`src/hdl/utfd_pkg.sv`:
```
// ----------------------------------------------------------------------------
// utfd_pkg
// Shared types and constants for the UTF-16 string decoder.
// ----------------------------------------------------------------------------
package utfd_pkg;

  localparam int COUNT_BITS_DEF = 24;
  localparam int FIELD_W        = 24;   // width of count-type result fields
  localparam int CP_W           = 21;
  localparam int RQ_DEPTH       = 4;    // result queue entries
  localparam int APB_AW         = 5;

  localparam logic [15:0] HI_SUR_LO = 16'hD800;
  localparam logic [15:0] HI_SUR_HI = 16'hDBFF;
  localparam logic [15:0] LO_SUR_LO = 16'hDC00;
  localparam logic [15:0] LO_SUR_HI = 16'hDFFF;
  localparam logic [CP_W-1:0] SUPP_BASE = 21'h10000;

  typedef enum logic [2:0] {
    ST_RUN        = 3'd0,
    ST_TERM       = 3'd1,
    ST_EOF        = 3'd2,
    ST_EOF_START  = 3'd3,
    ST_ZERO_LIMIT = 3'd4
  } status_t;

  typedef enum logic [2:0] {
    REG_LITTLE_ENDIAN  = 3'd0,
    REG_USE_TERMINATOR = 3'd1,
    REG_USE_BYTE_LIMIT = 3'd2,
    REG_USE_CHAR_LIMIT = 3'd3,
    REG_TERMINATOR_CP  = 3'd4,
    REG_BYTE_LIMIT     = 3'd5,
    REG_CHAR_LIMIT     = 3'd6
  } reg_idx_t;

  typedef struct packed {
    logic              little_endian;
    logic              use_terminator;
    logic              use_byte_limit;
    logic              use_char_limit;
    logic [CP_W-1:0]   terminator_code_point;
    logic [FIELD_W-1:0] byte_limit;
    logic [FIELD_W-1:0] char_limit;
  } cfg_t;

  typedef struct packed {
    logic               has_char;
    logic [CP_W-1:0]    code_point;
    logic [FIELD_W-1:0] char_index;
    status_t            end_status;
    logic [FIELD_W-1:0] bytes_consumed;
    logic [FIELD_W-1:0] non_bmp_count;
    logic               last;
  } res_t;

endpackage

```
`src/hdl/utfd_in_if.sv`:
```
// ----------------------------------------------------------------------------
// utfd_in_if
// Byte channel into the decoder: valid/ready plus one raw byte and flags.
// ----------------------------------------------------------------------------
interface utfd_in_if;
  logic       valid;
  logic       ready;
  logic [7:0] data_byte;
  logic       first;
  logic       final_req;

  modport source (output valid, data_byte, first, final_req, input ready);
  modport sink   (input valid, data_byte, first, final_req, output ready);
endinterface

```
`src/hdl/utfd_out_if.sv`:
```
// ----------------------------------------------------------------------------
// utfd_out_if
// Result channel out of the decoder: valid/ready plus one decoded result.
// ----------------------------------------------------------------------------
interface utfd_out_if;
  logic        valid;
  logic        ready;
  logic        has_char;
  logic [20:0] code_point;
  logic [23:0] char_index;
  logic [2:0]  end_status;
  logic [23:0] bytes_consumed;
  logic [23:0] non_bmp_count;
  logic        last;

  modport source (output valid, has_char, code_point, char_index, end_status,
                  bytes_consumed, non_bmp_count, last, input ready);
  modport sink   (input valid, has_char, code_point, char_index, end_status,
                  bytes_consumed, non_bmp_count, last, output ready);
endinterface

```
`src/hdl/utfd_core.sv`:
```
// ----------------------------------------------------------------------------
// utfd_core
// Per-byte decode step: unit assembly, surrogate pairing, limits and status.
// ----------------------------------------------------------------------------
module utfd_core
  import utfd_pkg::*;
#(
  parameter int COUNT_BITS = COUNT_BITS_DEF
) (
  input  logic        clk,
  input  logic        rst_n,
  input  cfg_t        cfg,
  input  logic        fire,
  input  logic [7:0]  data_byte,
  input  logic        first,
  input  logic        final_req,
  output logic [1:0]  push_cnt,
  output res_t        res0,
  output res_t        res1
);

  localparam int CB = COUNT_BITS;
  localparam int WI = (CB > FIELD_W) ? CB : FIELD_W;
  localparam int WB = (CB + 1 > FIELD_W) ? CB + 1 : FIELD_W;

  logic          byte_phase_r, byte_phase_nxt;
  logic [7:0]    held_byte_r, held_byte_nxt;
  logic [15:0]   pending_high_r, pending_high_nxt;
  logic          pending_valid_r, pending_valid_nxt;
  logic [CB-1:0] units_used_r, units_used_nxt;
  logic [CB-1:0] chars_done_r, chars_done_nxt;
  logic [CB-1:0] pairs_done_r, pairs_done_nxt;
  logic          string_done_r, string_done_nxt;

  logic [15:0]     unit;
  logic [CP_W-1:0] pair_cp;
  logic            zero_limit;
  logic            do_unit;
  logic [1:0]      n;
  res_t            r0, r1, e;

  function automatic logic [FIELD_W-1:0] to_field(logic [CB-1:0] x);
    logic [WI-1:0] t;
    t = WI'(x);
    return t[FIELD_W-1:0];
  endfunction

  function automatic logic [FIELD_W-1:0] to_bytes(logic [CB-1:0] x);
    logic [WB-1:0] t;
    t = WB'(x) << 1;
    return t[FIELD_W-1:0];
  endfunction

  function automatic res_t mk_char(logic [CP_W-1:0] cp, logic [CB-1:0] u_new,
                                   logic [CB-1:0] c_idx, logic [CB-1:0] c_new,
                                   logic [CB-1:0] p, logic eof_forced,
                                   logic fin, cfg_t cf);
    res_t r;
    logic hit;
    hit = (cf.use_terminator && (cp == cf.terminator_code_point)) ||
          (cf.use_byte_limit && (WI'(u_new) >= WI'(cf.byte_limit[FIELD_W-1:1]))) ||
          (cf.use_char_limit && (WI'(c_new) >= WI'(cf.char_limit)));
    r.has_char       = 1'b1;
    r.code_point     = cp;
    r.char_index     = to_field(c_idx);
    r.end_status     = eof_forced ? ST_EOF : hit ? ST_TERM : fin ? ST_EOF : ST_RUN;
    r.bytes_consumed = to_bytes(u_new);
    r.non_bmp_count  = to_field(p);
    r.last           = 1'b0;
    return r;
  endfunction

  function automatic res_t mk_empty(status_t st, logic [CB-1:0] u, logic [CB-1:0] p);
    res_t r;
    r                = '0;
    r.end_status     = st;
    r.bytes_consumed = to_bytes(u);
    r.non_bmp_count  = to_field(p);
    return r;
  endfunction

  assign unit    = cfg.little_endian ? {data_byte, held_byte_r} : {held_byte_r, data_byte};
  assign pair_cp = SUPP_BASE + CP_W'({pending_high_r[9:0], unit[9:0]});
  assign zero_limit = (cfg.use_char_limit && (cfg.char_limit == '0)) ||
                      (cfg.use_byte_limit && (cfg.byte_limit < FIELD_W'(2)));

  always_comb begin
    byte_phase_nxt    = byte_phase_r;
    held_byte_nxt     = held_byte_r;
    pending_high_nxt  = pending_high_r;
    pending_valid_nxt = pending_valid_r;
    units_used_nxt    = units_used_r;
    chars_done_nxt    = chars_done_r;
    pairs_done_nxt    = pairs_done_r;
    string_done_nxt   = string_done_r;
    r0      = '0;
    r1      = '0;
    e       = '0;
    n       = 2'd0;
    do_unit = 1'b0;

    if (fire) begin
      if (first) begin
        byte_phase_nxt    = 1'b0;
        held_byte_nxt     = '0;
        pending_high_nxt  = '0;
        pending_valid_nxt = 1'b0;
        units_used_nxt    = '0;
        chars_done_nxt    = '0;
        pairs_done_nxt    = '0;
        string_done_nxt   = zero_limit;
        if (zero_limit) begin
          r0 = mk_empty(ST_ZERO_LIMIT, '0, '0);
          n  = 2'd1;
        end
      end

      if (!string_done_nxt) begin
        if (!byte_phase_nxt) begin
          if (!final_req) begin
            held_byte_nxt  = data_byte;
            byte_phase_nxt = 1'b1;
          end else if (pending_valid_nxt) begin
            // waiting high surrogate flushed alone at eof
            pending_valid_nxt = 1'b0;
            r0 = mk_char(CP_W'(pending_high_nxt), units_used_nxt + CB'(1),
                         chars_done_nxt, chars_done_nxt + CB'(1), pairs_done_nxt,
                         1'b1, 1'b1, cfg);
            units_used_nxt  = units_used_nxt + CB'(1);
            chars_done_nxt  = chars_done_nxt + CB'(1);
            string_done_nxt = 1'b1;
            n = 2'd1;
          end else begin
            r0 = mk_empty((units_used_nxt == '0) ? ST_EOF_START : ST_EOF,
                          units_used_nxt, pairs_done_nxt);
            string_done_nxt = 1'b1;
            n = 2'd1;
          end
        end else begin
          byte_phase_nxt = 1'b0;
          do_unit        = 1'b1;
          if (pending_valid_nxt) begin
            pending_valid_nxt = 1'b0;
            if (unit >= LO_SUR_LO && unit <= LO_SUR_HI) begin
              pairs_done_nxt = pairs_done_nxt + CB'(1);
              r0 = mk_char(pair_cp, units_used_nxt + CB'(2), chars_done_nxt,
                           chars_done_nxt + CB'(1), pairs_done_nxt, 1'b0, final_req, cfg);
              units_used_nxt = units_used_nxt + CB'(2);
              chars_done_nxt = chars_done_nxt + CB'(1);
              if (r0.end_status != ST_RUN) string_done_nxt = 1'b1;
              n = 2'd1;
              do_unit = 1'b0;
            end else begin
              // lone high surrogate, then this unit on its own
              r0 = mk_char(CP_W'(pending_high_nxt), units_used_nxt + CB'(1),
                           chars_done_nxt, chars_done_nxt + CB'(1), pairs_done_nxt,
                           1'b0, 1'b0, cfg);
              units_used_nxt = units_used_nxt + CB'(1);
              chars_done_nxt = chars_done_nxt + CB'(1);
              n = 2'd1;
              if (r0.end_status != ST_RUN) begin
                string_done_nxt = 1'b1;
                do_unit = 1'b0;
              end
            end
          end

          if (do_unit) begin
            if (unit >= HI_SUR_LO && unit <= HI_SUR_HI &&
                !(final_req || (cfg.use_byte_limit &&
                  (WI'(units_used_nxt + CB'(1)) >= WI'(cfg.byte_limit[FIELD_W-1:1]))))) begin
              pending_high_nxt  = unit;
              pending_valid_nxt = 1'b1;
            end else begin
              e = mk_char(CP_W'(unit), units_used_nxt + CB'(1), chars_done_nxt,
                          chars_done_nxt + CB'(1), pairs_done_nxt,
                          (unit >= HI_SUR_LO && unit <= HI_SUR_HI), final_req, cfg);
              units_used_nxt = units_used_nxt + CB'(1);
              chars_done_nxt = chars_done_nxt + CB'(1);
              if (e.end_status != ST_RUN) string_done_nxt = 1'b1;
              if (n == 2'd0) r0 = e;
              else r1 = e;
              n = n + 2'd1;
            end
          end
        end
      end

      if (n == 2'd2) r1.last = 1'b1;
      else r0.last = 1'b1;
    end
  end

  assign push_cnt = n;
  assign res0     = r0;
  assign res1     = r1;

  always_ff @(posedge clk) begin
    if (!rst_n) begin
      byte_phase_r    <= 1'b0;
      held_byte_r     <= '0;
      pending_high_r  <= '0;
      pending_valid_r <= 1'b0;
      units_used_r    <= '0;
      chars_done_r    <= '0;
      pairs_done_r    <= '0;
      string_done_r   <= 1'b1;
    end else begin
      byte_phase_r    <= byte_phase_nxt;
      held_byte_r     <= held_byte_nxt;
      pending_high_r  <= pending_high_nxt;
      pending_valid_r <= pending_valid_nxt;
      units_used_r    <= units_used_nxt;
      chars_done_r    <= chars_done_nxt;
      pairs_done_r    <= pairs_done_nxt;
      string_done_r   <= string_done_nxt;
    end
  end

`ifndef SYNTH
  a_idle_silent: assert property (@(posedge clk) disable iff (!rst_n)
    fire && !first && string_done_r |-> push_cnt == 2'd0)
    else $error("result produced while no string is open");

  a_two_needs_pending: assert property (@(posedge clk) disable iff (!rst_n)
    push_cnt == 2'd2 |-> pending_valid_r && byte_phase_r)
    else $error("two results without a waiting high surrogate");

  a_zero_limit_ends: assert property (@(posedge clk) disable iff (!rst_n)
    fire && first && zero_limit |=> string_done_r)
    else $error("zero limit did not end the string");
`endif

endmodule

```
`src/hdl/utfd_rq.sv`:
```
// ----------------------------------------------------------------------------
// utfd_rq
// Small result queue: takes up to two results a cycle, hands out one a beat.
// ----------------------------------------------------------------------------
module utfd_rq
  import utfd_pkg::*;
(
  input  logic       clk,
  input  logic       rst_n,
  input  logic [1:0] push_cnt,
  input  res_t       res0,
  input  res_t       res1,
  output logic       space_ok,
  output logic       out_valid,
  input  logic       out_ready,
  output res_t       out_res
);

  localparam int PW = $clog2(RQ_DEPTH);

  res_t          mem_r [RQ_DEPTH];
  logic [PW-1:0] wr_ptr_r, wr_ptr_nxt;
  logic [PW-1:0] rd_ptr_r, rd_ptr_nxt;
  logic [PW:0]   count_r, count_nxt;
  logic          pop;

  assign pop       = out_valid && out_ready;
  assign out_valid = (count_r != '0);
  assign out_res   = mem_r[rd_ptr_r];
  // room for a worst-case step of two results
  assign space_ok  = (count_r <= (PW+1)'(RQ_DEPTH - 2));

  assign wr_ptr_nxt = wr_ptr_r + PW'(push_cnt);
  assign rd_ptr_nxt = rd_ptr_r + PW'(pop);
  assign count_nxt  = count_r + (PW+1)'(push_cnt) - (PW+1)'(pop);

  always_ff @(posedge clk) begin
    if (push_cnt != 2'd0) mem_r[wr_ptr_r] <= res0;
    if (push_cnt == 2'd2) mem_r[wr_ptr_r + PW'(1)] <= res1;
  end

  always_ff @(posedge clk) begin
    if (!rst_n) begin
      wr_ptr_r <= '0;
      rd_ptr_r <= '0;
      count_r  <= '0;
    end else begin
      wr_ptr_r <= wr_ptr_nxt;
      rd_ptr_r <= rd_ptr_nxt;
      count_r  <= count_nxt;
    end
  end

`ifndef SYNTH
  a_no_overflow: assert property (@(posedge clk) disable iff (!rst_n)
    count_r <= (PW+1)'(RQ_DEPTH))
    else $error("result queue overflow");

  a_push_has_room: assert property (@(posedge clk) disable iff (!rst_n)
    push_cnt != 2'd0 |-> space_ok)
    else $error("push without room in result queue");

  a_out_held: assert property (@(posedge clk) disable iff (!rst_n)
    out_valid && !out_ready |=> out_valid && $stable(out_res))
    else $error("result beat changed while stalled");
`endif

endmodule

```
`src/hdl/utf16_string_decoder_top.sv`:
```
// ----------------------------------------------------------------------------
// utf16_string_decoder_top
// UTF-16 byte stream decoder with APB register block and result queue.
// ----------------------------------------------------------------------------
// Channel   Dir   Beat contents
// in_ch     in    data_byte, first, final_req
// out_ch    out   has_char, code_point, char_index, end_status,
//                 bytes_consumed, non_bmp_count, last
// cfg (APB) in    register writes/reads, 4-byte stride, always ready
//
// One byte per cycle if ready; its results sit in a 4-entry queue and show on
// out_ch from the next cycle. A byte that flushes a lone high surrogate makes
// two results, sent over two out beats. in_ch.ready is high while at most two
// results wait, so a stalled out_ch stops the input at three or four waiting.
// rst_n is synchronous; after reset no string is open until a first byte.
// ----------------------------------------------------------------------------
module utf16_string_decoder_top
  import utfd_pkg::*;
#(
  parameter int COUNT_BITS = COUNT_BITS_DEF
) (
  input  logic              clk,
  input  logic              rst_n,
  utfd_in_if.sink           in_ch,
  utfd_out_if.source        out_ch,
  input  logic              psel,
  input  logic              penable,
  input  logic              pwrite,
  input  logic [APB_AW-1:0] paddr,
  input  logic [31:0]       pwdata,
  output logic [31:0]       prdata,
  output logic              pready
);

  cfg_t       cfg_r;
  reg_idx_t   reg_idx;
  logic       cfg_wr;
  logic       in_fire;
  logic       space_ok;
  logic [1:0] push_cnt;
  res_t       res0, res1, out_res;

  assign pready  = 1'b1;
  assign cfg_wr  = psel && penable && pwrite;
  assign reg_idx = reg_idx_t'(paddr[APB_AW-1:2]);

  always_ff @(posedge clk) begin
    if (!rst_n) begin
      cfg_r.little_endian         <= 1'b1;
      cfg_r.use_terminator        <= 1'b1;
      cfg_r.use_byte_limit        <= 1'b0;
      cfg_r.use_char_limit        <= 1'b0;
      cfg_r.terminator_code_point <= '0;
      cfg_r.byte_limit            <= '0;
      cfg_r.char_limit            <= '0;
    end else if (cfg_wr) begin
      case (reg_idx)
        REG_LITTLE_ENDIAN:  cfg_r.little_endian         <= pwdata[0];
        REG_USE_TERMINATOR: cfg_r.use_terminator        <= pwdata[0];
        REG_USE_BYTE_LIMIT: cfg_r.use_byte_limit        <= pwdata[0];
        REG_USE_CHAR_LIMIT: cfg_r.use_char_limit        <= pwdata[0];
        REG_TERMINATOR_CP:  cfg_r.terminator_code_point <= pwdata[CP_W-1:0];
        REG_BYTE_LIMIT:     cfg_r.byte_limit            <= pwdata[FIELD_W-1:0];
        REG_CHAR_LIMIT:     cfg_r.char_limit            <= pwdata[FIELD_W-1:0];
        default: ;
      endcase
    end
  end

  always_comb begin
    case (reg_idx)
      REG_LITTLE_ENDIAN:  prdata = 32'(cfg_r.little_endian);
      REG_USE_TERMINATOR: prdata = 32'(cfg_r.use_terminator);
      REG_USE_BYTE_LIMIT: prdata = 32'(cfg_r.use_byte_limit);
      REG_USE_CHAR_LIMIT: prdata = 32'(cfg_r.use_char_limit);
      REG_TERMINATOR_CP:  prdata = 32'(cfg_r.terminator_code_point);
      REG_BYTE_LIMIT:     prdata = 32'(cfg_r.byte_limit);
      REG_CHAR_LIMIT:     prdata = 32'(cfg_r.char_limit);
      default:            prdata = '0;
    endcase
  end

  assign in_ch.ready = space_ok;
  assign in_fire     = in_ch.valid && space_ok;

  utfd_core #(
    .COUNT_BITS (COUNT_BITS)
  ) u_core (
    .clk       (clk),
    .rst_n     (rst_n),
    .cfg       (cfg_r),
    .fire      (in_fire),
    .data_byte (in_ch.data_byte),
    .first     (in_ch.first),
    .final_req (in_ch.final_req),
    .push_cnt  (push_cnt),
    .res0      (res0),
    .res1      (res1)
  );

  utfd_rq u_rq (
    .clk       (clk),
    .rst_n     (rst_n),
    .push_cnt  (push_cnt),
    .res0      (res0),
    .res1      (res1),
    .space_ok  (space_ok),
    .out_valid (out_ch.valid),
    .out_ready (out_ch.ready),
    .out_res   (out_res)
  );

  assign out_ch.has_char       = out_res.has_char;
  assign out_ch.code_point     = out_res.code_point;
  assign out_ch.char_index     = out_res.char_index;
  assign out_ch.end_status     = out_res.end_status;
  assign out_ch.bytes_consumed = out_res.bytes_consumed;
  assign out_ch.non_bmp_count  = out_res.non_bmp_count;
  assign out_ch.last           = out_res.last;

endmodule

```
`src/flat_wrapper.sv`:
```
// flat-port wrapper written by rule: the top's interface ports become plain ports
module utf16_string_decoder_top_flat import utfd_pkg::*;
#(
  parameter int COUNT_BITS = COUNT_BITS_DEF
)
  (clk, rst_n, psel, penable, pwrite, paddr, pwdata, prdata, pready, in_ch_valid, in_ch_data_byte, in_ch_first, in_ch_final_req, in_ch_ready, out_ch_valid, out_ch_has_char, out_ch_code_point, out_ch_char_index, out_ch_end_status, out_ch_bytes_consumed, out_ch_non_bmp_count, out_ch_last, out_ch_ready);
  utfd_in_if in_ch_i ();
  utfd_out_if out_ch_i ();
  input  logic clk;
  input  logic rst_n;
  input  logic psel;
  input  logic penable;
  input  logic pwrite;
  input  logic [APB_AW-1:0] paddr;
  input  logic [31:0] pwdata;
  output logic [31:0] prdata;
  output logic pready;
  input wire logic [$bits(in_ch_i.valid)-1:0] in_ch_valid;
  input wire logic [$bits(in_ch_i.data_byte)-1:0] in_ch_data_byte;
  input wire logic [$bits(in_ch_i.first)-1:0] in_ch_first;
  input wire logic [$bits(in_ch_i.final_req)-1:0] in_ch_final_req;
  output wire logic [$bits(in_ch_i.ready)-1:0] in_ch_ready;
  output wire logic [$bits(out_ch_i.valid)-1:0] out_ch_valid;
  output wire logic [$bits(out_ch_i.has_char)-1:0] out_ch_has_char;
  output wire logic [$bits(out_ch_i.code_point)-1:0] out_ch_code_point;
  output wire logic [$bits(out_ch_i.char_index)-1:0] out_ch_char_index;
  output wire logic [$bits(out_ch_i.end_status)-1:0] out_ch_end_status;
  output wire logic [$bits(out_ch_i.bytes_consumed)-1:0] out_ch_bytes_consumed;
  output wire logic [$bits(out_ch_i.non_bmp_count)-1:0] out_ch_non_bmp_count;
  output wire logic [$bits(out_ch_i.last)-1:0] out_ch_last;
  input wire logic [$bits(out_ch_i.ready)-1:0] out_ch_ready;
  assign in_ch_i.valid = in_ch_valid;
  assign in_ch_i.data_byte = in_ch_data_byte;
  assign in_ch_i.first = in_ch_first;
  assign in_ch_i.final_req = in_ch_final_req;
  assign in_ch_ready = in_ch_i.ready;
  assign out_ch_valid = out_ch_i.valid;
  assign out_ch_has_char = out_ch_i.has_char;
  assign out_ch_code_point = out_ch_i.code_point;
  assign out_ch_char_index = out_ch_i.char_index;
  assign out_ch_end_status = out_ch_i.end_status;
  assign out_ch_bytes_consumed = out_ch_i.bytes_consumed;
  assign out_ch_non_bmp_count = out_ch_i.non_bmp_count;
  assign out_ch_last = out_ch_i.last;
  assign out_ch_i.ready = out_ch_ready;
  utf16_string_decoder_top #(.COUNT_BITS(COUNT_BITS)) u_core (.clk(clk), .rst_n(rst_n), .in_ch(in_ch_i), .out_ch(out_ch_i), .psel(psel), .penable(penable), .pwrite(pwrite), .paddr(paddr), .pwdata(pwdata), .prdata(prdata), .pready(pready));
endmodule
```
`config.mk`:
```
export PLATFORM = sky130hd
export DESIGN_NAME = utf16_string_decoder_top_flat
export DESIGN_NICKNAME = d
export VERILOG_FILES = /design/src/hdl/utfd_pkg.sv /design/src/hdl/utfd_in_if.sv /design/src/hdl/utfd_out_if.sv /design/src/hdl/utfd_core.sv /design/src/hdl/utfd_rq.sv /design/src/hdl/utf16_string_decoder_top.sv /design/src/flat_wrapper.sv
export SDC_FILE = /design/constraint.sdc
export NUM_CORES = 2
export LEC_CHECK = 0
export BUFFER_PORTS_ARGS = -buffer_cell sky130_fd_sc_hd__buf_4
export CAP_MARGIN = 30
export CORE_AREA = 2 2 260 390
export DETAILED_ROUTE_END_ITERATION = 12
export DIE_AREA = 0 0 262 392
export SYNTH_ARGS = -nofsm -noshare
export SYNTH_HDL_FRONTEND = slang
export SYNTH_HIERARCHICAL = 1
export SYNTH_SLANG_ARGS = --single-unit
export TNS_END_PERCENT = 10
```
`constraint.sdc`:
```
create_clock -name clk -period 20.7 [get_ports clk]
set_input_delay 1.035 -clock clk [delete_from_list [all_inputs] [get_ports clk]]
set_output_delay 1.035 -clock clk [all_outputs]
set_load 0.02 [all_outputs]
```
==> results.yml <==
drt:
  route.antenna.remaining_nets: 0
  drtIter0Drc: 2628
  finalWirelength_um: 135000
  vias: 31300
  vias_per_cell: 6.05
  drc: 0
  dr.pass1.iters: 6
  wl_per_cell_um: 26.0
sta:
  finalSetupViolCount: 0
  setup_tns_ns: 0
  worstMarginPinSlew_ns: 1.06
  layout_setup_ws_ns: 9.34
  finalCriticalPeriod_ns: 11.36
  hold_viol_final: 0
  relSlewSlack: 0.295
  drv_slew: 0
  fin_skew_ns: 0.0250
  period_share: 0.549
  fmax_mhz: 88.0
  grt_setup_unrepaired: "false"
pwr:
  total_power_mw: 2.91
  leakagePower_nw: 16.0
  power_density_nw_per_um2: 66.7
  vdd_ir_drop_max_mv: 0.0658
final_layout:
  area_growth_pct: 10.4
  fill_cells: 9555
  final_area_um2: 43600
  stdcell_count: 5180
  drive_gt1_frac: 0.235
  nNetsFinal: 4017
global_routing:
  grt_overflow: 0
  grt_pass1_vias: 30900
  grt_util_all_layers: 0.258
  antenna_found_initial: 6
  grt_first_pass_wirelength_um: 200000
  grt_max_degree: 124
synth:
  ys_top_cells_by_area: "edfxtp_1 (30%), mux2_2 (11%), dfxtp_1 (9.1%)"
  synth_top_area_frac: 0.298
  synth_edf_count: 392
  ys_ff_latch: 571
  yosysWarnings: 6
  synthTopCellsByCount: "edfxtp_1 (392), mux2_2 (390), nand2_1 (328)"
  synth_cell_types: 115
  netlist_area_um2: 39500
  yosys.area.top_type: "edfxtp_1"
  async_flop_share: 0
  yosysMostFrequentCell: "edfxtp_1"
  netlist_instances: 3818
  seq_area_frac_synth: 0.389
  syn_area_per_cell_um2: 10.4
  synthFlopType: "edfxtp_1"
floorplanning:
  fp-row-count: 142
  dieArea_um2: 103000
  fp.dieW_um: 262
  initial_core_util: 0.397
  ios: 187
  core_um2: 99500
  die_y_um: 392
critical_path:
  reg2reg_depth: 33
  cpPeakStageDelay_ns: 0.79
  cp-startpoint: "in_ch_first"
  cp-start-kind: "input pin"
  crit_path_max_fanout: 123
  timing.rr.start: "u_core/u_core/units_used_r[0]$_SDFFE_PN0P_"
  cp.arrival_ns: 11.78
  ff2ff_setup_slack_ns: 9.48
  end_kind: "register"
  required_ns: 21.11
  slowest_stage: "buf_4"
  rr_endpoint: "u_core/u_rq/mem_r[2][40]$_DFFE_PP_"
  path_class: "input pin to register"
job:
  cap_violations: 0
clock_network:
  cts_buffers: 57
  tritoncts: "built"
  cts.path.max_buffers: 3
  hold_buffers: 0
  cts_resized: 0
  clk_latency_ns: 0.67
  cts-root-buf: "clkbuf_16"
  clock_sinks: 571
  cts.htree.levels: 2
  cts_setup_buffers: 0
  cts.clk_slew.worst_paths_ns: 0.06
hold_path:
  hold_path_end: "u_core/cfg_r[24]$_SDFFE_PN0P_"
  hold_depth: 2
  hp-class: "register to register"
  min-delay-start: "u_core/cfg_r[24]$_SDFFE_PN0P_"
run_status:
  status: "finished, final reports clean"
place:
  port_buffers: 167
  post-dp-hpwl_um: 94700
  pre_cts_ws_ns: 8.92
  placed_cells: 5069
  place_congestion: 0.962
  placed_area_um2: 41700
[report_power, final]
group	switching, mW	internal (mW)
sequential	0.0347	1.23
clock	0.491	0.597
combinational	0.324	0.233
[per-layer routing]
| metal | up-vias | global-route usage | part of all wire |
|---|---|---|---|
| met5 | - | 0 | 0.00017 |
| li1 | 14200 | - | - |
| met3 | 398 | 0.0345 | 0.062 |
| met2 | 1321 | 0.435 | 0.49 |
| met1 | 15400 | 0.315 | 0.39 |
| met4 | 4 | 0.150 | 0.061 |
[metrics by stage]
step | util | hold slack (ns)
floorplan | - | 0.432
global placement | 0.418 | 0.453
detailed placement | 0.419 | 0.455
CTS | 0.438 | 0.473
global route | 0.439 | 0.507
finish | 0.439 | 0.473
[area by class of cell]
cell class              count  area, µm²  area share
well taps                1296       1620      0.0372
flip-flops and latches    571      15400       0.352
repair buffers            241       1860      0.0426
diodes                      5       12.5    0.000287
clock buffers              70       1540      0.0352
multi-input cells        2865      22500       0.516
inverters                  96        360     0.00826
clock inverters            36        382     0.00875
[worst max-delay path: cells and delay by family]
family | cells | cell delay (ns)
AND/OR/NAND/NOR | 12 | 3.98
buffers and inverters | 8 | 2.42
AO/OA/AOI/OAI | 6 | 1.83
adder cells (fa/ha/maj) | 3 | 1.01
multiplexers | 3 | 0.90
XOR/XNOR | 1 | 0.33
[worst max path at each step]
stage	end	slack (ns)	depth (start not counted)
5_1_grt	u_core/u_rq/mem_r[2][40]$_DFFE_PP_	8.99	33
2_1_floorplan	u_core/u_rq/mem_r[0][0]$_DFFE_PP_	4.29	39
3_5_place_dp	u_core/u_rq/mem_r[2][40]$_DFFE_PP_	8.92	33
4_1_cts	u_core/u_rq/mem_r[2][40]$_DFFE_PP_	9.59	33
3_3_place_gp	u_core/u_rq/mem_r[0][33]$_DFFE_PP_	8.77	32
6_report	u_core/u_rq/mem_r[2][40]$_DFFE_PP_	9.34	33
[registers in the layout (all words and copies together), names as in the netlist]
| register | count |
|---|---|
| u_core/u_rq/mem_r | 392 |
| u_core/u_rq/rd_ptr_r | 2 |
| u_core/u_core/units_used_r | 24 |
| u_core/u_core/chars_done_r | 24 |
| u_core/u_core/byte_phase_r | 1 |
| u_core/u_core/held_byte_r | 8 |
| u_core/u_core/pending_valid_r | 1 |
| u_core/cfg_r | 73 |
| u_core/u_core/pairs_done_r | 24 |
| u_core/u_rq/count_r | 3 |
| u_core/u_rq/wr_ptr_r | 2 |
| u_core/u_core/string_done_r | 1 |
| u_core/u_core/pending_high_r | 16 |
[cells by family (layout without fill, tap and decap cells)]
group,count (synthesis),in the layout,synth area share
and+or+nand+nor,1239,1239,0.161
muxes,654,654,0.210
AOI/OAI and AO/OA,611,611,0.105
DFF,571,571,0.389
buffers and inverters,396,443,0.0459
xor gates and xnor gates,213,213,0.0479
adders and majority gates,131,131,0.0417
other,3,22,0.000285
[layout by cell type, fill, tap and decap left out, drive strengths merged, types with 119 or more instances in the layout]
cell	synthesis	layout
buf	158	241
xnor2	127	127
o21ai	149	149
a21oi	119	119
nand2	329	329
ha	130	130
nor2	309	309
mux2	412	412
dfxtp	179	179
mux2i	143	143
edfxtp	392	392
No activity file was read; power rests on OpenSTA's default activity.
